===== src/rtl/hlsrgb_pkg.sv =====
// Shared types and constants for the HSL to RGB converter.
// Used by every module of the block; depends on nothing else.
package hlsrgb_pkg;

  localparam int FRAC_BITS = 12;
  localparam int LVL_W     = FRAC_BITS + 1;
  localparam int HUE_W     = 13;
  localparam int T_W       = 11;
  localparam int BYTE_W    = 8;

  localparam logic [LVL_W-1:0] LVL_ONE  = LVL_W'(1 << FRAC_BITS);
  localparam logic [LVL_W-1:0] LVL_HALF = LVL_W'(1 << (FRAC_BITS - 1));

  // Hue in sixteenths of a degree.
  localparam logic [HUE_W-1:0] HUE_60   = HUE_W'(960);
  localparam logic [HUE_W-1:0] HUE_120  = HUE_W'(1920);
  localparam logic [HUE_W-1:0] HUE_180  = HUE_W'(2880);
  localparam logic [HUE_W-1:0] HUE_240  = HUE_W'(3840);
  localparam logic [HUE_W-1:0] HUE_FULL = HUE_W'(5760);

  // Division by 960 is done as a shift by 6 followed by a reciprocal
  // multiply for division by 15, exact for every 16-bit quotient input.
  localparam int PROD_W     = LVL_W + T_W;
  localparam int PRE_SHIFT  = 6;
  localparam int QIN_W      = 16;
  localparam int RECIP_W    = 16;
  localparam int RECIP_SH   = 19;
  localparam logic [RECIP_W-1:0] RECIP_15 = RECIP_W'(34953);

  localparam logic [BYTE_W-1:0] BYTE_MAX = '1;

  typedef struct packed {
    logic [HUE_W-1:0] hue;
    logic [LVL_W-1:0] lightness;
    logic [LVL_W-1:0] saturation;
  } pixel_in_t;

  typedef struct packed {
    logic [BYTE_W-1:0] red;
    logic [BYTE_W-1:0] green;
    logic [BYTE_W-1:0] blue;
  } pixel_out_t;

  // Region of one channel's ramp: flat at the high level, or the low
  // level plus span * t / 960.
  typedef struct packed {
    logic           hi;
    logic [T_W-1:0] t;
  } hue_sel_t;

  typedef struct packed {
    logic [LVL_W-1:0] base;
    logic [T_W-1:0]   t;
  } chan_t;

  typedef struct packed {
    logic [LVL_W-1:0] span;
    chan_t            red;
    chan_t            green;
    chan_t            blue;
  } lvl_t;

endpackage


===== src/rtl/hlsrgb_levels.sv =====
// First two pipeline stages: input clamping, hue decode per channel,
// lightness times saturation, and the m1/m2 levels. Uses hlsrgb_pkg.
module hlsrgb_levels import hlsrgb_pkg::*; (
  input  logic      clk,
  input  logic      en1,
  input  logic      en2,
  input  pixel_in_t hls,
  output lvl_t      lvl
);

  function automatic hue_sel_t decode(input logic [HUE_W-1:0] hc);
    hue_sel_t r;
    r.hi = 1'b0;
    r.t  = '0;
    if (hc < HUE_60) begin
      r.t = hc[T_W-1:0];
    end else if (hc < HUE_180) begin
      r.hi = 1'b1;
    end else if (hc < HUE_240) begin
      r.t = T_W'(HUE_240 - hc);
    end
    return r;
  endfunction

  logic [HUE_W-1:0]   hue_w;
  logic [HUE_W-1:0]   hue_r;
  logic [HUE_W-1:0]   hue_b;
  logic [LVL_W-1:0]   l_c;
  logic [LVL_W-1:0]   s_c;
  logic [2*LVL_W-1:0] ls_full;

  logic [LVL_W-1:0] l1;
  logic [LVL_W-1:0] s1;
  logic [LVL_W-1:0] p1;
  hue_sel_t         sel_r1;
  hue_sel_t         sel_g1;
  hue_sel_t         sel_b1;

  logic [LVL_W:0]          m2_w;
  logic signed [LVL_W+1:0] m1_s;
  logic [LVL_W-1:0]        m1;
  logic [LVL_W-1:0]        m2;

  always_comb begin
    hue_w = (hls.hue >= HUE_FULL) ? hls.hue - HUE_FULL : hls.hue;
    // A red hue of exactly 360 degrees is kept as is and lands on the low level.
    hue_r = (hue_w <= HUE_240) ? hue_w + HUE_120 : hue_w - HUE_240;
    hue_b = (hue_w < HUE_120) ? hue_w + HUE_240 : hue_w - HUE_120;
    l_c = (hls.lightness > LVL_ONE) ? LVL_ONE : hls.lightness;
    s_c = (hls.saturation > LVL_ONE) ? LVL_ONE : hls.saturation;
    ls_full = l_c * s_c;
  end

  always_ff @(posedge clk) begin
    if (en1) begin
      l1     <= l_c;
      s1     <= s_c;
      p1     <= ls_full[FRAC_BITS +: LVL_W];
      sel_r1 <= decode(hue_r);
      sel_g1 <= decode(hue_w);
      sel_b1 <= decode(hue_b);
    end
  end

  // For l <= 1/2, l*(1+s) truncated equals l plus the truncated product.
  always_comb begin
    if (l1 <= LVL_HALF) begin
      m2_w = {1'b0, l1} + {1'b0, p1};
    end else begin
      m2_w = {1'b0, l1} + {1'b0, s1} - {1'b0, p1};
    end
    m1_s = signed'({1'b0, l1, 1'b0}) - signed'({1'b0, m2_w});
    m1   = m1_s[LVL_W+1] ? '0 : m1_s[LVL_W-1:0];
    m2   = m2_w[LVL_W-1:0];
  end

  always_ff @(posedge clk) begin
    if (en2) begin
      lvl.span       <= m2 - m1;
      lvl.red.base   <= sel_r1.hi ? m2 : m1;
      lvl.red.t      <= sel_r1.t;
      lvl.green.base <= sel_g1.hi ? m2 : m1;
      lvl.green.t    <= sel_g1.t;
      lvl.blue.base  <= sel_b1.hi ? m2 : m1;
      lvl.blue.t     <= sel_b1.t;
    end
  end

endmodule


===== src/rtl/hlsrgb_ramp.sv =====
// Pipeline stages three to five for one color channel: ramp product,
// division by 960, and scaling of the level to a byte. Uses hlsrgb_pkg.
module hlsrgb_ramp import hlsrgb_pkg::*; (
  input  logic              clk,
  input  logic              en3,
  input  logic              en4,
  input  logic              en5,
  input  logic [LVL_W-1:0]  span,
  input  chan_t             chan,
  output logic [BYTE_W-1:0] level_byte
);

  logic [PROD_W-1:0]          prod_full;
  logic [PROD_W-1:0]          prod3;
  logic [LVL_W-1:0]           base3;
  logic [QIN_W-1:0]           quo_in;
  logic [QIN_W+RECIP_W-1:0]   recip_full;
  logic [LVL_W-1:0]           quo4;
  logic [LVL_W-1:0]           base4;
  logic [LVL_W:0]             level;
  logic [LVL_W+BYTE_W:0]      scaled;
  logic [LVL_W+BYTE_W-FRAC_BITS:0] scaled_hi;

  assign prod_full = span * chan.t;

  always_ff @(posedge clk) begin
    if (en3) begin
      prod3 <= prod_full;
      base3 <= chan.base;
    end
  end

  assign quo_in     = prod3[PRE_SHIFT +: QIN_W];
  assign recip_full = quo_in * RECIP_15;

  always_ff @(posedge clk) begin
    if (en4) begin
      quo4  <= recip_full[RECIP_SH +: LVL_W];
      base4 <= base3;
    end
  end

  // 255 * level is formed as level * 256 - level.
  always_comb begin
    level     = {1'b0, base4} + {1'b0, quo4};
    scaled    = {level, {BYTE_W{1'b0}}} - {{BYTE_W{1'b0}}, level};
    scaled_hi = scaled[LVL_W+BYTE_W:FRAC_BITS];
  end

  always_ff @(posedge clk) begin
    if (en5) begin
      level_byte <= (scaled_hi > {{(LVL_W+1-FRAC_BITS){1'b0}}, BYTE_MAX}) ?
                    BYTE_MAX : scaled_hi[BYTE_W-1:0];
    end
  end

endmodule


===== src/rtl/hls_to_rgb_converter.sv =====
// HSL to RGB converter. One item (hue, lightness, saturation) enters per clock
// when the output side does not stall, and its red, green and blue bytes leave
// in order. The five register stages each hold their own valid bit:
// clamp and multiply, m1/m2 levels, ramp product, reciprocal divide by 960, and
// byte scaling into the output register. A stalled output fills empty stages
// first, so the input keeps taking items until all five stages are occupied.
module hls_to_rgb_converter import hlsrgb_pkg::*; (
  input  logic       clk,
  input  logic       rst,
  input  logic       hls_valid,
  output logic       hls_stall,
  input  pixel_in_t  hls,
  output logic       rgb_valid,
  input  logic       rgb_stall,
  output pixel_out_t rgb
);

  logic [5:1] v;
  logic [5:1] en;
  lvl_t       lvl;

  always_comb begin
    en[5] = !v[5] || !rgb_stall;
    en[4] = !v[4] || en[5];
    en[3] = !v[3] || en[4];
    en[2] = !v[2] || en[3];
    en[1] = !v[1] || en[2];
  end

  always_ff @(posedge clk) begin
    if (rst) begin
      v <= '0;
    end else begin
      if (en[1]) begin
        v[1] <= hls_valid;
      end
      if (en[2]) begin
        v[2] <= v[1];
      end
      if (en[3]) begin
        v[3] <= v[2];
      end
      if (en[4]) begin
        v[4] <= v[3];
      end
      if (en[5]) begin
        v[5] <= v[4];
      end
    end
  end

  assign hls_stall = !en[1];
  assign rgb_valid = v[5];

  hlsrgb_levels u_levels (
    .clk (clk),
    .en1 (en[1]),
    .en2 (en[2]),
    .hls (hls),
    .lvl (lvl)
  );

  hlsrgb_ramp u_red (
    .clk        (clk),
    .en3        (en[3]),
    .en4        (en[4]),
    .en5        (en[5]),
    .span       (lvl.span),
    .chan       (lvl.red),
    .level_byte (rgb.red)
  );

  hlsrgb_ramp u_green (
    .clk        (clk),
    .en3        (en[3]),
    .en4        (en[4]),
    .en5        (en[5]),
    .span       (lvl.span),
    .chan       (lvl.green),
    .level_byte (rgb.green)
  );

  hlsrgb_ramp u_blue (
    .clk        (clk),
    .en3        (en[3]),
    .en4        (en[4]),
    .en5        (en[5]),
    .span       (lvl.span),
    .chan       (lvl.blue),
    .level_byte (rgb.blue)
  );

  // With the output register empty the whole pipeline can move.
  a_empty_out_no_stall: assert property (@(posedge clk) disable iff (rst)
    !rgb_valid |-> !hls_stall)
    else $error("input stalled while the output register is empty");

  // An accepted item reaches the output when the output does not stall meanwhile.
  a_latency: assert property (@(posedge clk) disable iff (rst)
    (hls_valid && !hls_stall) ##1 !rgb_stall ##1 !rgb_stall ##1 !rgb_stall
      ##1 !rgb_stall |=> rgb_valid)
    else $error("accepted item did not reach the output in time");

  // Only the stalled output can hold the input back.
  a_stall_source: assert property (@(posedge clk) disable iff (rst)
    hls_stall |-> (rgb_valid && rgb_stall))
    else $error("input stalled without a stalled output");

endmodule


===== config.mk =====
export PLATFORM = sky130hd
export DESIGN_NAME = hls_to_rgb_converter
export DESIGN_NICKNAME = d
export VERILOG_FILES = /design/src/rtl/hlsrgb_pkg.sv /design/src/rtl/hlsrgb_levels.sv /design/src/rtl/hlsrgb_ramp.sv /design/src/rtl/hls_to_rgb_converter.sv
export SDC_FILE = /design/constraint.sdc
export NUM_CORES = 2
export LEC_CHECK = 0
export BUFFER_PORTS_ARGS = -buffer_cell sky130_fd_sc_hd__buf_2
export CAP_MARGIN = 25
export CORE_UTILIZATION = 35
export CTS_BUF_LIST = sky130_fd_sc_hd__clkbuf_16
export DETAILED_ROUTE_END_ITERATION = 12
export PLACE_DENSITY = 0.45
export REMOVE_ABC_BUFFERS = 1
export SYNTH_ARGS = -nofsm -noshare
export SYNTH_HDL_FRONTEND = slang
export SYNTH_SLANG_ARGS = --single-unit
export TNS_END_PERCENT = 50

===== constraint.sdc =====
create_clock -name clk -period 18.6 [get_ports clk]
set_input_delay 0.93 -clock clk [delete_from_list [all_inputs] [get_ports clk]]
set_output_delay 0.93 -clock clk [all_outputs]
set_load 0.1 [all_outputs]

# After elaboration in Yosys (flattened, before gate mapping)
# Cells that the tools add are included.
# Widths: inputs -> output; s select.
# word_totals
regBits,372
inputBits,43
out_inout_bits,26
# op_classes
n_reduce_logical,12
n_lt_le_gt_ge,18
n_addsub,19
multipliers,7
n_mux,22
# ops
cell,count
$mux 13,9
$mux 11,9
$mul 16x16->32 const B,3
$lt 13x12->1 const B,6
$add 13x13->14,5
$mul 13x11->22,3
$sub 22x14->22,3
$lt 13x10->1 const B,3
$sub 11x11->11 const A,3
$gt 10x8->1 const B,3
$gt 13x13->1 const B,2
$le 13x12->1 const B,2
$mul 13x13->25,1
$sub 14x14->15,1
$mux 14,1
$sub 14x13->14,1
$add 13x11->13 const B,1
$add 13x12->13 const B,1
$ge 13x13->1 const B,1
$lt 13x11->1 const B,1
$sub 13x11->13 const B,1
$sub 13x12->13 const B,1
$sub 13x13->13,1
$sub 13x13->13 const B,1
other kinds (3),15

# Depth between registers and ports, before layout
# logic_depth
ltp_word,8
ltp_mapped,32

# Cells and area by module
# From an unflattened synthesis, not the netlist that was laid out.
# hier_totals
hier_cells,4461
hier_area_um2,43960.9
# by_module_without_submodules
mod,instances,seq_area_each_um2,cells_per_inst,area_per_inst_um2
hlsrgb_levels,1,4804.6,1553,15051.9
hlsrgb_ramp at u_blue,1,1891.8,982,9654.3
hlsrgb_ramp at u_green,1,1891.8,974,9605.5
hlsrgb_ramp at u_red,1,1891.8,929,9442.8
hls_to_rgb_converter,1,100.1,23,206.4

# Worst setup path after synthesis
# No wires, ideal clock.
# synth_timing
kind,input to register
start,input port hls[25] in the netlist's numbering
end,register u_levels.p1[12] (data pin)
slack_ns,11.780
arrival_time_ns,6.560
setup_ns,0.260
cell_stages,24
cell_sequence,clkbuf_1 > clkinv_1 > clkbuf_1 > nand2_1 > nor2_1 > fa_1 > inv_1 > fa_1 > inv_1 > fa_1 > fa_1 > inv_1 > fa_1 > inv_1 > ha_1 > a2111oi_0 > o21ai_0 > o221ai_1 > a21oi_1 > o31a_1 > a21o_1 > a21oi_1 > o21bai_1 > xnor2_1
# synth_between
elab_chain_cells,3
# synth_lines
element,line,text
from (decl),hls_to_rgb_converter.sv:12,"input pixel_in_t hls,"
$gt 13x13->1,hlsrgb_levels.sv:49,l_c = (hls.lightness > LVL_ONE) ? LVL_ONE : hls.lightness;
$mux 13 *,hlsrgb_levels.sv:49,
$mul 13x13->25 *,hlsrgb_levels.sv:51,ls_full = l_c * s_c;
named net u_levels.ls_full[24],hlsrgb_levels.sv:30,logic [2*LVL_W-1:0] ls_full;
to (signal assigned),hlsrgb_levels.sv:58,p1 <= ls_full[FRAC_BITS +: LVL_W];
to (decl),hlsrgb_levels.sv:34,logic [LVL_W-1:0] p1;
# The timed path passes the listed nets; every way through them passes the cells marked *.
# A chain may end at the register's enable or synchronous reset.

# Final worst setup path
# layout_timing
start,register u_levels.l1[1]
end,register u_levels.lvl[84] (netlist name)
# layout_between
elab_chain_cells,6
word_cells_on_any_way,8
# layout_lines
element,line,text
from (decl),hlsrgb_levels.sv:32,logic [LVL_W-1:0] l1;
from (signal assigned),hlsrgb_levels.sv:56,l1 <= l_c;
$add 13x13->14,hlsrgb_levels.sv:70,"m2_w = {1'b0, l1} + {1'b0, s1} - {1'b0, p1};"
$sub 14x13->14,hlsrgb_levels.sv:70,
$mux 14,hlsrgb_levels.sv:67,if (l1 <= LVL_HALF) begin
$sub 14x14->15,hlsrgb_levels.sv:72,"m1_s = signed'({1'b0, l1, 1'b0}) - signed'({1'b0, m2_w});"
$mux 13,hlsrgb_levels.sv:73,m1 = m1_s[LVL_W+1] ? '0 : m1_s[LVL_W-1:0];
$sub 13x13->13 *,hlsrgb_levels.sv:79,lvl.span <= m2 - m1;
# Every way passes the cells marked *; elsewhere a longest branch is shown, timed or not.

==> run summary <==
For the final setup skew, the log shows 0.0303 ns. Setup repair after global routing left no endpoint under its margin. The number of port buffers was 68. The flow ran to the end, and the final reports show no timing, DRC or antenna violations. For the final routed database, the setup TNS stands at 0 ns. The initial antenna violation count was 6. The number of different library cells used by synthesis comes to 93.

The run gives 0 as the Yosys warning count. The tools report the source-to-sink clock delay at the later pin of the worst-skew pair as 0.63 ns. Delay of the slowest cell on the worst path: 0.79 ns. The kind of critical path is flip-flop to flip-flop. By area the synthesized netlist is led by sky130_fd_sc_hd__edfxtp_1 (25%), sky130_fd_sc_hd__fa_1 (23%), sky130_fd_sc_hd__ha_1 (18%). In this run the horizontal extent of the chip is 351 um. STA classifies the critical path startpoint as a flip-flop. The initialized floorplan defines 127 standard-cell rows. Summing every instance area after synthesis gives 42700 sq um.

The tools report the final net count as 5492. The combined buffer and inverter count along the critical path works out to 4. The via density per instance is 4.82, and the per-cell routed wire length is 17.0 um.

The cell sitting at the root of the clock tree is a sky130_fd_sc_hd__clkbuf_16. The data required time at the worst endpoint is 18.95 ns. The share of post-route cells with drive strength above 1 was 4.87%; the number of setup buffers added after CTS was 0. The number of pins with negative max-slew slack in the final report came out at 0.

The run gives 0 as the antenna diode count. Derived from the worst setup path, the maximum achievable clock frequency is 136 MHz. After clock tree synthesis, the clock-pin slew on the worst setup and hold paths is 0.07 ns. The slowest cell on the critical path is sky130_fd_sc_hd__a2111oi_0. The count of instances resized after the clock tree is built came out at 0.

In this run, placement finished with an instance count of 5908. The count of flip-flops with a built-in enable after synthesis is 349, and the area growth from synthesis to layout is 8.00%. The routed layout has 28900 vias. The area inside the core boundary was 120000 sq um; the overall fraction of global-route tracks in use was 17.0%.

The initial utilization of the core area, before any placement, comes to 35.5%. In this run the count of I/O pins placed on the die edge is 69. The endpoint class of the critical path is a flip-flop. For the finished layout, the period the worst path requires is 7.35 ns.

The proportion of synthesized flip-flops having asynchronous set or reset works out to 0%. The kind of cell with the highest combined delay along the critical path is compound AO/OA/AOI/OAI gates. The first global-routing pass estimated 165000 um of wire. The worst-margin pin slew is 1.05 ns, and the worst slew slack as a fraction of its limit is 29.8%. The count of cells in the finished layout, fillers not included, comes to 5989. Buffers inserted during clock tree synthesis total 45. The clock drives 354 sinks.

Fill cells in the final layout number 12200. Max-cap violations in this run came to 0. After synthesis, flip-flops and latches occupy 24.8% of the total area.

Final cycle utilization of the critical path: 39.5%. The congestion estimate from routability-driven global placement came to 0.846. In the synthesized netlist the dominant register cell turns out to be sky130_fd_sc_hd__edfxtp_1. The die covers 124000 sq um.

The run gives 29800 as the number of global-route vias before repair. The detail route stage leaves a number of antenna-violating nets equal to 0. Synthesis produced a netlist whose cell count is 4327.

For the global route total overflow, the log shows 0. The mean cell area of the mapped netlist is 9.88 sq um. Entering global routing, the biggest net connects 62 pins. For this run, design rule violations remaining after detail routing come to 0.

The floorplan step set the die height to 351 um. For the deepest clock path buffer count, the log shows 3. The number of endpoints failing setup at the final stage was 0. Cell with the most instances on the worst path: sky130_fd_sc_hd__a21oi_1. The data arrival time of the critical path was 7.70 ns; the number of optimization iterations in the first detailed-route pass was 5.

The fraction of post-synthesis cell area in the top cell type by area is 24.5%. The final count of hold timing violations came out at 0. In this run, synthesis produced a sequential element count of 354. The H-tree generated during clock tree synthesis spans 2 levels. The number of hold buffers added after CTS came out at 0. The critical-path maximum fanout is 14.

TritonCTS built the clock tree. The HPWL reported at the end of detailed placement was 81300 um; the detailed router's first-iteration violation count was 1250. The path category of the worst min-delay check is flip-flop to flip-flop. The commonest cells after synthesis are sky130_fd_sc_hd__inv_1 (754), sky130_fd_sc_hd__ha_1 (622), sky130_fd_sc_hd__fa_1 (483), sky130_fd_sc_hd__nand2_1 (479), sky130_fd_sc_hd__edfxtp_1 (349).

Summed over all layers, the routed wires come to 102000 um. sky130_fd_sc_hd__edfxtp_1 takes more of the synthesized area than any other cell. The most used standard cell by instance count after synthesis is sky130_fd_sc_hd__inv_1.
-- state kept, by name, summed over array words and instances, names as in the netlist, 12 cells and up --
register and flops:
u_green.base4 13, u_blue.base3 13, u_green.prod3 16, u_levels.sel_r1 12
u_blue.quo4 13, u_levels.lvl 85, u_levels.sel_b1 12, u_red.base4 13
u_levels.p1 13, u_levels.l1 13, u_green.base3 13, u_levels.s1 13
u_blue.base4 13, u_levels.sel_g1 12, u_blue.prod3 16, u_red.base3 13
u_red.prod3 16, u_red.quo4 13, u_green.quo4 13
-- cell families after synthesis --
group                      synth area share [%]
AOI/OAI and AO/OA                          8.30
xor gates and xnor gates                   3.52
adders and majority gates                  40.9
DFF                                        24.8
other                                    0.0176
and+or+nand+nor                            13.8
buffers and inverters                      8.00
muxes                                     0.729
-- metrics by stage --
step           setup slack, ns  hold slack, ns  area, sq um  utilization, %
5_1_grt                  10.51           0.411        46200            38.3
4_1_cts                  11.19           0.406        46200            38.3
6_report                 11.25           0.405        46200            38.3
3_3_place_gp             11.04           0.400        44800            37.2
2_1_floorplan            11.96           0.400        42200               -
3_5_place_dp             10.88           0.405        44800            37.2
-- layout by cell type (no fill, tap or decap), types with 11 or more instances in the layout --
cell / n
sky130_fd_sc_hd__nor3_1: 60
sky130_fd_sc_hd__fa_1: 483
sky130_fd_sc_hd__o31ai_1: 20
sky130_fd_sc_hd__clkinv_1: 24
sky130_fd_sc_hd__nor2_1: 228
sky130_fd_sc_hd__o21bai_1: 14
sky130_fd_sc_hd__o21a_1: 29
sky130_fd_sc_hd__inv_1: 758
sky130_fd_sc_hd__a31oi_1: 23
sky130_fd_sc_hd__ha_1: 622
sky130_fd_sc_hd__a2111oi_0: 11
sky130_fd_sc_hd__and3_1: 22
sky130_fd_sc_hd__buf_4: 27
sky130_fd_sc_hd__o211ai_1: 12
sky130_fd_sc_hd__clkbuf_16: 45
sky130_fd_sc_hd__a21oi_1: 134
sky130_fd_sc_hd__nand4_1: 24
sky130_fd_sc_hd__buf_2: 68
sky130_fd_sc_hd__edfxtp_1: 349
sky130_fd_sc_hd__xnor2_1: 112
sky130_fd_sc_hd__o21ai_0: 114
sky130_fd_sc_hd__and2_1: 204
sky130_fd_sc_hd__nor2b_1: 24
sky130_fd_sc_hd__or2_2: 13
sky130_fd_sc_hd__mux2i_1: 24
sky130_fd_sc_hd__or3_1: 31
sky130_fd_sc_hd__nand2_1: 478
sky130_fd_sc_hd__a21o_1: 57
sky130_fd_sc_hd__a211oi_1: 26
sky130_fd_sc_hd__nand2b_1: 29
sky130_fd_sc_hd__xor2_1: 60
sky130_fd_sc_hd__nor4_1: 11
sky130_fd_sc_hd__nand3_1: 60
-- per-layer routing --
layer	up-vias	global-route usage, %	share of wire, %
met1	14100	24.2	49
met3	87	1.84	3.0
met5	-	0	0
met2	367	28.1	46
li1	14300	-	-
met4	0	3.18	1.6
-- path summary, 6_finish.rpt --
kind	from	end	slack, ns	depth (start not counted)
min reg2reg	u_red.base3[6]	u_red.base4[6]	0.40	0
max	u_levels.l1[1]	u_levels.lvl[84]	11.25	29
min	u_red.base3[6]	u_red.base4[6]	0.40	0
max reg2reg	u_levels.l1[1]	u_levels.lvl[84]	11.25	29
-- final cells by class --
class | count | area (sq um) | area share, %
sequential | 354 | 10600 | 22.9
tap | 1612 | 2020 | 4.37
multi-input combinational | 3077 | 28800 | 62.3
clock buffer | 45 | 1130 | 2.44
inverter | 771 | 2890 | 6.27
timing repair buffer | 95 | 543 | 1.18
clock inverter | 35 | 229 | 0.496
Power is left out: the tool's default activity adds up to more than one toggle a clock period on the data nets, which glitch-free logic cannot reach.
